===== src/congestion_window_update_macros.svh =====
// Assertion macros shared by the congestion window update design.
`ifndef CONGESTION_WINDOW_UPDATE_MACROS_SVH
`define CONGESTION_WINDOW_UPDATE_MACROS_SVH

// Same-cycle implication, checked on the rising clock edge outside reset.
`define CWU_ASSERT_NOW(label, ante, cons, msg) \
	label: assert property (@(posedge clk) disable iff (!arst_n) (ante) |-> (cons)) \
		else $error(msg);

// Next-cycle implication, checked on the rising clock edge outside reset.
`define CWU_ASSERT_NEXT(label, ante, cons, msg) \
	label: assert property (@(posedge clk) disable iff (!arst_n) (ante) |=> (cons)) \
		else $error(msg);

`endif


===== src/cwu_pkg.sv =====
// Shared types and constants of the congestion window update block.
package cwu_pkg;

	localparam int unsigned WordW   = 32;
	localparam int unsigned SegW    = 16;
	localparam int unsigned AckedW  = 16;
	localparam int unsigned DivSteps = WordW;
	localparam int unsigned CntW    = $clog2(DivSteps);

	// Values held after reset.
	localparam logic [SegW-1:0]  SEG_SIZE_RST  = 16'd536;
	localparam logic [WordW-1:0] NUMERATOR_RST = 32'd153280;
	localparam logic [WordW-1:0] INIT_WIN_RST  = 32'd536;
	localparam logic [WordW-1:0] INIT_THR_RST  = 32'hFFFF_FFFF;

	// Event kinds carried in the input tuser.
	typedef enum logic [1:0] {
		OP_ACK     = 2'd0,
		OP_LOSS    = 2'd1,
		OP_RESTART = 2'd2
	} op_t;

	// Configuration register indexes.
	typedef enum logic [1:0] {
		REG_SEGMENT_SIZE      = 2'd0,
		REG_SLOW_START_NUMER  = 2'd1,
		REG_INITIAL_WINDOW    = 2'd2,
		REG_INITIAL_THRESHOLD = 2'd3
	} reg_idx_t;

endpackage


===== src/congestion_window_update.sv =====
// Congestion window update block: window and threshold state with a bit-serial divider.
//
// Usage: one event arrives per input beat. s_axis_tuser carries the event kind
// (acknowledgement, loss, restart) and s_axis_tdata carries the acked segment
// count and the bytes in flight. Every event yields exactly one output beat with
// the window, the threshold and the slow-start flag after that event.
// Configuration registers are written through the cfg channel, which is always
// ready; write them only while no event is in progress.
// Steps: a loss or a restart goes from the decide step straight to emit, an
// acknowledgement outside slow start passes through the avoidance step, and a
// slow-start acknowledgement with a zero window through the growth and avoidance
// steps. A slow-start acknowledgement with a nonzero window first runs the radix-2
// restoring divider, one quotient bit per cycle for the 32-bit quotient, then the
// round-up, growth and avoidance steps. The input is ready again the cycle after
// the beat is loaded. One event is worked on at a time.
// The output register holds a finished beat until it is taken; meanwhile the
// next event may be accepted and processed, and it waits in its last step for
// the output register to free up when the receiver stalls.
// Reset loads the register defaults, a window of 536 and an all-ones threshold.
module congestion_window_update
	import cwu_pkg::*;
(
	input  logic        clk,
	input  logic        arst_n,
	// Input event stream.
	input  logic        s_axis_tvalid,
	output logic        s_axis_tready,
	input  logic [47:0] s_axis_tdata,   // [15:0] segments_acked, [47:16] bytes_in_flight
	input  logic [1:0]  s_axis_tuser,   // [1:0] operation
	// Result stream.
	output logic        m_axis_tvalid,
	input  logic        m_axis_tready,
	output logic [63:0] m_axis_tdata,   // [31:0] window_bytes, [63:32] threshold_bytes
	output logic        m_axis_tuser,   // [0] in_slow_start
	// Configuration write channel.
	input  logic        cfg_valid,
	output logic        cfg_ready,
	input  logic [1:0]  cfg_index,
	input  logic [31:0] cfg_data
);

	typedef enum logic [2:0] {
		S_IDLE,
		S_DECIDE,
		S_DIV,
		S_FIXUP,
		S_GROW,
		S_AVOID,
		S_EMIT
	} state_t;

	state_t            state_q;
	op_t               op_q;
	logic [AckedW-1:0] left_q;
	logic [WordW-1:0]  flight_q;
	logic [WordW-1:0]  window_q;
	logic [WordW-1:0]  threshold_q;
	logic [WordW-1:0]  inc_q;
	logic [WordW-1:0]  num_q;
	logic [WordW-1:0]  rem_q;
	logic [CntW-1:0]   cnt_q;

	logic [SegW-1:0]   seg_size_q;
	logic [WordW-1:0]  numer_q;
	logic [WordW-1:0]  init_win_q;
	logic [WordW-1:0]  init_thr_q;

	logic              out_valid_q;
	logic [WordW-1:0]  out_win_q;
	logic [WordW-1:0]  out_thr_q;
	logic              out_ss_q;

	logic              slow_start;
	logic [WordW:0]    div_cand;
	logic [WordW:0]    div_diff;
	logic [WordW-1:0]  loss_floor;
	logic [WordW-1:0]  loss_half;
	logic [WordW:0]    grow_sum;
	logic [WordW:0]    avoid_sum;
	logic              out_free;

	assign s_axis_tready = (state_q == S_IDLE);
	assign cfg_ready     = 1'b1;
	assign m_axis_tvalid = out_valid_q;
	assign m_axis_tdata  = {out_thr_q, out_win_q};
	assign m_axis_tuser  = out_ss_q;

	assign slow_start = (window_q < threshold_q);
	assign out_free   = !out_valid_q || m_axis_tready;

	// One restoring division step: bring down the next dividend bit and try the divisor.
	assign div_cand = {rem_q, num_q[WordW-1]};
	assign div_diff = div_cand - {1'b0, window_q};

	// Loss threshold candidates.
	assign loss_floor = {{(WordW-SegW-1){1'b0}}, seg_size_q, 1'b0};
	assign loss_half  = {1'b0, flight_q[WordW-1:1]};

	// Growth sums, one bit wider to detect saturation.
	assign grow_sum  = {1'b0, window_q} + {1'b0, inc_q};
	assign avoid_sum = {1'b0, window_q} + {{(WordW-SegW+2){1'b0}}, seg_size_q[SegW-1:1]};

	// Configuration registers.
	always_ff @(posedge clk or negedge arst_n) begin
		if (!arst_n) begin
			seg_size_q <= SEG_SIZE_RST;
			numer_q    <= NUMERATOR_RST;
			init_win_q <= INIT_WIN_RST;
			init_thr_q <= INIT_THR_RST;
		end else if (cfg_valid && cfg_ready) begin
			unique case (reg_idx_t'(cfg_index))
				REG_SEGMENT_SIZE:      seg_size_q <= cfg_data[SegW-1:0];
				REG_SLOW_START_NUMER:  numer_q    <= cfg_data;
				REG_INITIAL_WINDOW:    init_win_q <= cfg_data;
				REG_INITIAL_THRESHOLD: init_thr_q <= cfg_data;
				default: ;
			endcase
		end
	end

	// Event sequencer, window state, divider and output register.
	always_ff @(posedge clk or negedge arst_n) begin
		if (!arst_n) begin
			state_q     <= S_IDLE;
			window_q    <= INIT_WIN_RST;
			threshold_q <= INIT_THR_RST;
			out_valid_q <= 1'b0;
			op_q        <= OP_ACK;
			left_q      <= '0;
			flight_q    <= '0;
			inc_q       <= '0;
			num_q       <= '0;
			rem_q       <= '0;
			cnt_q       <= '0;
			out_win_q   <= '0;
			out_thr_q   <= '0;
			out_ss_q    <= 1'b0;
		end else begin
			// The receiver took the waiting beat and no new beat replaces it.
			if (out_valid_q && m_axis_tready && state_q != S_EMIT) begin
				out_valid_q <= 1'b0;
			end

			unique case (state_q)
				S_IDLE: begin
					if (s_axis_tvalid) begin
						op_q     <= op_t'(s_axis_tuser);
						left_q   <= s_axis_tdata[AckedW-1:0];
						flight_q <= s_axis_tdata[47:16];
						state_q  <= S_DECIDE;
					end
				end
				S_DECIDE: begin
					unique case (op_q)
						OP_ACK: begin
							if (slow_start && left_q != '0) begin
								left_q <= left_q - 1'b1;
								if (window_q == '0) begin
									inc_q   <= numer_q;
									state_q <= S_GROW;
								end else begin
									num_q   <= numer_q;
									rem_q   <= '0;
									cnt_q   <= '0;
									state_q <= S_DIV;
								end
							end else begin
								state_q <= S_AVOID;
							end
						end
						OP_LOSS: begin
							threshold_q <= (loss_floor > loss_half) ? loss_floor : loss_half;
							state_q     <= S_EMIT;
						end
						OP_RESTART: begin
							window_q    <= init_win_q;
							threshold_q <= init_thr_q;
							state_q     <= S_EMIT;
						end
						default: state_q <= S_EMIT;
					endcase
				end
				S_DIV: begin
					// Quotient bits shift in where dividend bits shift out.
					if (!div_diff[WordW]) begin
						rem_q <= div_diff[WordW-1:0];
						num_q <= {num_q[WordW-2:0], 1'b1};
					end else begin
						rem_q <= div_cand[WordW-1:0];
						num_q <= {num_q[WordW-2:0], 1'b0};
					end
					cnt_q <= cnt_q + 1'b1;
					if (cnt_q == CntW'(DivSteps - 1)) begin
						state_q <= S_FIXUP;
					end
				end
				S_FIXUP: begin
					// Round the quotient up when a remainder is left.
					inc_q   <= num_q + {{(WordW-1){1'b0}}, (rem_q != '0)};
					state_q <= S_GROW;
				end
				S_GROW: begin
					window_q <= grow_sum[WordW] ? '1 : grow_sum[WordW-1:0];
					state_q  <= S_AVOID;
				end
				S_AVOID: begin
					if (op_q == OP_ACK && !slow_start && left_q != '0) begin
						window_q <= avoid_sum[WordW] ? '1 : avoid_sum[WordW-1:0];
					end
					state_q <= S_EMIT;
				end
				S_EMIT: begin
					if (out_free) begin
						out_valid_q <= 1'b1;
						out_win_q   <= window_q;
						out_thr_q   <= threshold_q;
						out_ss_q    <= slow_start;
						state_q     <= S_IDLE;
					end
				end
				default: state_q <= S_IDLE;
			endcase
		end
	end

`include "congestion_window_update_macros.svh"

	// The partial remainder always stays below the divisor.
	`CWU_ASSERT_NOW(a_rem_below_div, state_q == S_DIV, rem_q < window_q, "remainder reached divisor")

	// A finished event always lands in the output register and frees the input.
	`CWU_ASSERT_NEXT(a_emit_loads, state_q == S_EMIT && out_free, out_valid_q && state_q == S_IDLE, "emit did not load output")

	// Growth steps never shrink the window.
	`CWU_ASSERT_NEXT(a_window_grows, state_q == S_GROW || state_q == S_AVOID, window_q >= $past(window_q), "window shrank on growth")

	// The threshold changes only when an event is decided.
	`CWU_ASSERT_NEXT(a_thr_stable, state_q != S_DECIDE, $stable(threshold_q), "threshold changed outside decide")

endmodule


===== config.mk =====
export PLATFORM = sky130hd
export DESIGN_NAME = congestion_window_update
export DESIGN_NICKNAME = d
export VERILOG_FILES = /design/src/cwu_pkg.sv /design/src/congestion_window_update.sv
export VERILOG_INCLUDE_DIRS = /design/src /design/src/src
export SDC_FILE = /design/constraint.sdc
export NUM_CORES = 1
export LEC_CHECK = 0
export BUFFER_PORTS_ARGS = -buffer_cell sky130_fd_sc_hd__buf_2
export CAP_MARGIN = 10
export CORE_MARGIN = 4
export CORE_UTILIZATION = 60
export DETAILED_ROUTE_END_ITERATION = 6
export PLACE_DENSITY = 0.76
export SYNTH_ARGS = -nofsm -noshare
export SYNTH_HDL_FRONTEND = slang
export SYNTH_SLANG_ARGS = --single-unit
export TNS_END_PERCENT = 30

===== constraint.sdc =====
create_clock -name clk -period 8.23 [get_ports clk]
set_input_delay 0.4115 -clock clk [delete_from_list [all_inputs] [get_ports clk]]
set_output_delay 0.4115 -clock clk [all_outputs]
set_load 0.01 [all_outputs]

# After elaboration in Yosys (flattened, before gate mapping)
# Cells that the tools add are included.
# totals
out_inout_bits	68
word_cells	118
regBits	396
# op_classes
n_reduce_logical	31
n_addsub	6
magnitude_cmp	2
eq_ne	22
muxes	39
# op_table
operator	n
32-bit 2-to-1 mux	14
32-bit one-hot mux with 2 select lines	4
32-bit one-hot mux with 3 select lines	1
16-bit 2-to-1 mux	3
32-bit by 15-bit adder with 33-bit output	1
32-bit by 32-bit adder with 33-bit output	1
33-bit by 32-bit subtractor with 33-bit output	1
32-bit by 1-bit adder with 32-bit output	1
32-bit zero test	1
32-bit < comparator	1
16-bit one-hot mux with 2 select lines	1
32-bit nonzero test	1
17-bit by 31-bit greater-than comparator with 1-bit output	1
31-bit 2-to-1 mux	1
3-bit one-hot mux with 7 select lines	1
3-bit 2-to-1 mux	6
2-bit != test (second input constant)	8
16-bit nonzero test	1
16-bit by 1-bit subtractor with 16-bit output (second input constant)	1
5-bit 2-to-1 mux	3
2-bit AND reduction	7
4-bit AND reduction	3
5-bit one-hot mux with 2 select lines	1
3-bit == test (second input constant)	3
17 further kinds	34

# Longest topological paths before layout
# depth
word_depth	6
depth_mapped	15
mapped_depth_nobuf	14

# Worst setup path after synthesis
# No wires, ideal clock.
# synth_timing
path_kind	flip-flop to flip-flop
start	reg window_q[0]
end	reg window_q[12]
required_time_ns	8.089
path_slack_ns	5.124
period_less_slack_ns	3.106
n_path_buf	1
t_arrival_ns	2.965
path_stages_with_launch	12
cell_sequence	dfrtp_1 > ha_1 > fa_1 > a211oi_1 > o21ai_1 > o221a_2 > o21ai_0 > a22o_1 > o21ai_1 > clkbuf_1 > o311ai_0 > a31oi_1
# synth_via
elab_chain_len	6
elab_cells_between_ends	12
classes_between	2 x add/sub; 1 x order compare; 1 x eq/ne; 4 x mux; 4 x reduce/logical
# synth_rtl
element	line	text
start, declared	congestion_window_update.sv:56	logic [WordW-1:0] window_q;
start signal, assigned	congestion_window_update.sv:176	window_q <= init_win_q;
start signal, assigned	congestion_window_update.sv:203	window_q <= grow_sum[WordW] ? '1 : grow_sum[WordW-1:0];
start signal, assigned	congestion_window_update.sv:208	window_q <= avoid_sum[WordW] ? '1 : avoid_sum[WordW-1:0];
32-bit < comparator	congestion_window_update.sv:88	assign slow_start = (window_q < threshold_q);
1-bit zero test	congestion_window_update.sv:207	if (op_q == OP_ACK && !slow_start && left_q != '0) begin
1-bit logical AND (2 in series)	congestion_window_update.sv:207	
2-bit != test (no source line)	-	
3-bit AND reduction (no source line)	-	
# Parallel ways exist; a longest one is shown, timed or not. The select of a mux whose other input is x is not followed.
# A chain may end at the register's enable or synchronous reset.

# Worst setup path in the final report
# layout_timing
start	reg window_q[15]
end	reg rem_q[29]
# layout_via
elab_chain_len	4
elab_cells_between_ends	9
classes_between	1 x add/sub; 1 x order compare; 2 x eq/ne; 2 x mux; 3 x reduce/logical
# layout_rtl
element	line	text
32-bit < comparator	congestion_window_update.sv:88	
1-bit logical AND	congestion_window_update.sv:156	if (slow_start && left_q != '0) begin
2-bit != test (no source line)	-	
4-bit AND reduction (no source line)	-	
end signal, assigned	congestion_window_update.sv:186	rem_q <= div_diff[WordW-1:0];
end signal, assigned	congestion_window_update.sv:189	rem_q <= div_cand[WordW-1:0];
end, declared	congestion_window_update.sv:60	logic [WordW-1:0] rem_q;
# Parallel ways exist; a longest one is shown, timed or not.

==> reports/results.ini <==
[synthesis]
synth_area_leaders=dfrtp_1, dfstp_2, mux2_2, ha_1, o21ai_0
synth_edf_count=0
synthFlopType=dfrtp_1
yosys.area.top_type=dfrtp_1
synth_seq_cells=395
synth.most_common_cell=nand2_1
yosysTopAreaCellShare_pct=33.60
synth.cell_area_um2=23460
synthDistinctLibCells=90
synth_common_cells=nand2_1, dfrtp_1, o21ai_0
synth_fp_nets=2708
synthArstFlopShare_pct=100.0
syn_area_per_cell_um2=9.449
synth-seq-area-share_pct=42.56
netlist_instances=2483
yosysWarnings=0

[die]
pin_count=157
num_rows=72
die_area_um2=42330
design.core.area_um2=38650
die_h_um=205.7
die_x_um=205.7
start_util_pct=60.71

[timing]
fin_tns_setup_ps=0
worst_slew_pin_slew_ps=1101
hold_ws_ps=41.21
fin_worst_skew_ps=22.08
finalMaxSlewViolations=0
finalSetupViolCount=0
rsz0062_at_grt=no
period_share_pct=53.34
period_minus_slack_ps=4390
report.final.hold_viol_count=0
max_freq_mhz=227.8
relSlewSlack_pct=26.32

[route]
dr.pass1.iters=5
routedWlPerCell_um=22.23
via_count=19784
drt-total-wl_mm=69.82
ant_nets=0
drc_errors=0
drtIter0Drc=1521
via_per_inst=6.299

[worst_setup_path]
worstPathMaxFanout=34
r2r-end=rem_q[29]$_DFFE_PN0P_
ff2ff_setup_slack_ps=3840
reg2reg_depth=12
critPathKind=flop to flop
r2r-start=window_q[15]$_DFFE_PN0P_
cp-end-kind=flop
start_kind=flop
cp.arrival_ps=4870
crit_path_start=window_q[15]$_DFFE_PN0P_
critPathRequiredTime_ps=8710

[grt]
grt_max_degree=94
grt_pass1_vias=19676
gr-total-overflow=0
antenna_found_initial=3
grt_use_total_pct=32.66
grt_pass1_wl_mm=107.6

[layout]
finalNetCount=2810
fin_area_um2=26210
n_fill_cell=3114
drive_gt1_share_pct=20.76
syn2layout_area_growth_pct=11.70
utilization_pct=67.81

[worst_hold_path]
worst_hold_path_type=input port to flop
min_to=flight_q[6]$_DFFE_PN0P_
min-delay-start=s_axis_tdata[22]
hold_depth=3

[cts]
clk_latency_ps=590
numCtsBuffers=44
clockBufferDepth=3
ctsHoldBuffers=1
clockRootBuffer=clkbuf_16
cts_sinks=395
cts_htree_levels=2
postCtsResizedCells=0
cts_tree=yes
clk_pin_slew_ps=60
postCtsSetupBuffers=0

[placed_design]
dpl_cell_area_um2=24620
io_buffers=154
place_congestion=0.9884
dp.final_hpwl_mm=51.33

[power_and_ir_drop]
power.density_nw_per_um2=440.1
ir_worst_vdd_uv=249.1
total_power_mw=11.53
p_leak_nw=11.95

[run_status]
outcome=finished, final reports clean

[flow_run]
cap_viol_max_count=0

layer usage:
layer	track usage [%]	routed length, µm	up-vias	part of all wire (%)
met5	0	0	-	0
li1	-	-	9164	-
met4	16.72	3690	0	5.3
met3	4.492	3938	209	5.6
met1	40.70	27730	9705	40
met2	55.61	34460	706	49
sequential cells by signal, summed over array words and instances (netlist names):
| register | count |
|---|---|
| state_q | 3 |
| rem_q | 32 |
| seg_size_q | 16 |
| left_q | 16 |
| op_q | 2 |
| numer_q | 32 |
| init_thr_q | 32 |
| out_thr_q | 32 |
| window_q | 32 |
| threshold_q | 32 |
| out_win_q | 32 |
| inc_q | 32 |
| init_win_q | 32 |
| cnt_q | 5 |
| flight_q | 31 |
| num_q | 32 |
| m_axis_tvalid | 1 |
| m_axis_tuser | 1 |
stage by stage:
stage	std cells	setup WS, ps
after floorplan	2483	5124
after global placement	3055	3966
after detailed placement	3055	3884
after CTS	3137	3857
after global routing	3138	3581
final	3141	3840
cells by family (layout without fill, tap and decap cells):
family                     count (synthesis)  after routing  share of synthesized area, %
DFF                                      395            395                         42.56
and+or+nand+nor                          701            701                         13.64
other                                      1              4                       0.01598
xor gates and xnor gates                  93             93                         3.552
AOI/OAI and AO/OA                        693            693                         18.13
muxes                                    235            235                         10.96
buffers and inverters                    229            366                         3.808
adders and majority gates                136            136                         7.349
critical path, stage by stage, from the launching register on:
cell and delay, ps:
dfrtp_1 630, inv_1 190, ha_1 510, nand4_1 240, nor4b_2 320, o211ai_1 120
and2_1 210, a21oi_1 410, o221ai_2 250, xnor2_4 160, buf_4 480, nand2_1 460
o21ai_0 290
worst max-delay path by stage:
| stage | end | slack, ps | depth (start not counted) |
|---|---|---|---|
| finish | rem_q[29]$_DFFE_PN0P_ | 3840 | 12 |
| global route | rem_q[26]$_DFFE_PN0P_ | 3580 | 12 |
| CTS | rem_q[26]$_DFFE_PN0P_ | 3860 | 12 |
| detailed placement | rem_q[29]$_DFFE_PN0P_ | 3880 | 12 |
| global placement | rem_q[26]$_DFFE_PN0P_ | 3970 | 12 |
| floorplan | window_q[12]$_DFFE_PN0P_ | 5120 | 11 |
where the power goes:
part	internal (mW)	switching (mW)
Clock	1.28	0.824
Sequential	2.75	0.830
Combinational	2.35	3.50
cell type report:
type                            instances  area (µm²)  area share, %
Sequential cell                       395        9985          38.10
Clock buffer                           65        1333          5.085
Inverter                              106       397.9          1.518
Clock inverter                         16       215.2         0.8212
Multi-Input combinational cell       1859       12650          48.26
Tap cell                              518       648.1          2.473
Timing Repair Buffer                  179       974.7          3.719
Antenna cell                            3       7.507        0.02865
cells in the final DEF (no fill, tap or decap), drive strengths merged, types with 6 or more instances in the layout:
cell type	Yosys	layout
a211oi	17	17
a21o	40	40
a21oi	151	151
a221oi	9	9
a22oi	37	37
a2bb2oi	6	6
a31o	6	6
a31oi	31	31
a41oi	8	8
and2	7	7
and3	21	21
buf	29	178
clkbuf	94	65
clkinv	0	8
dfrtp	315	315
dfstp	80	80
ha	133	133
inv	106	108
mux2	175	175
mux2i	60	60
nand2	343	343
nand2b	19	19
nand3	42	42
nand4	33	33
nor2	125	125
nor2b	13	13
nor3	35	35
nor4	24	24
o211ai	14	14
o21a	13	13
o21ai	271	271
o21bai	11	11
o22ai	12	12
o31ai	6	6
or3	8	8
xnor2	52	52
xor2	41	41
Note: power is estimated with default switching activity, not from simulation.
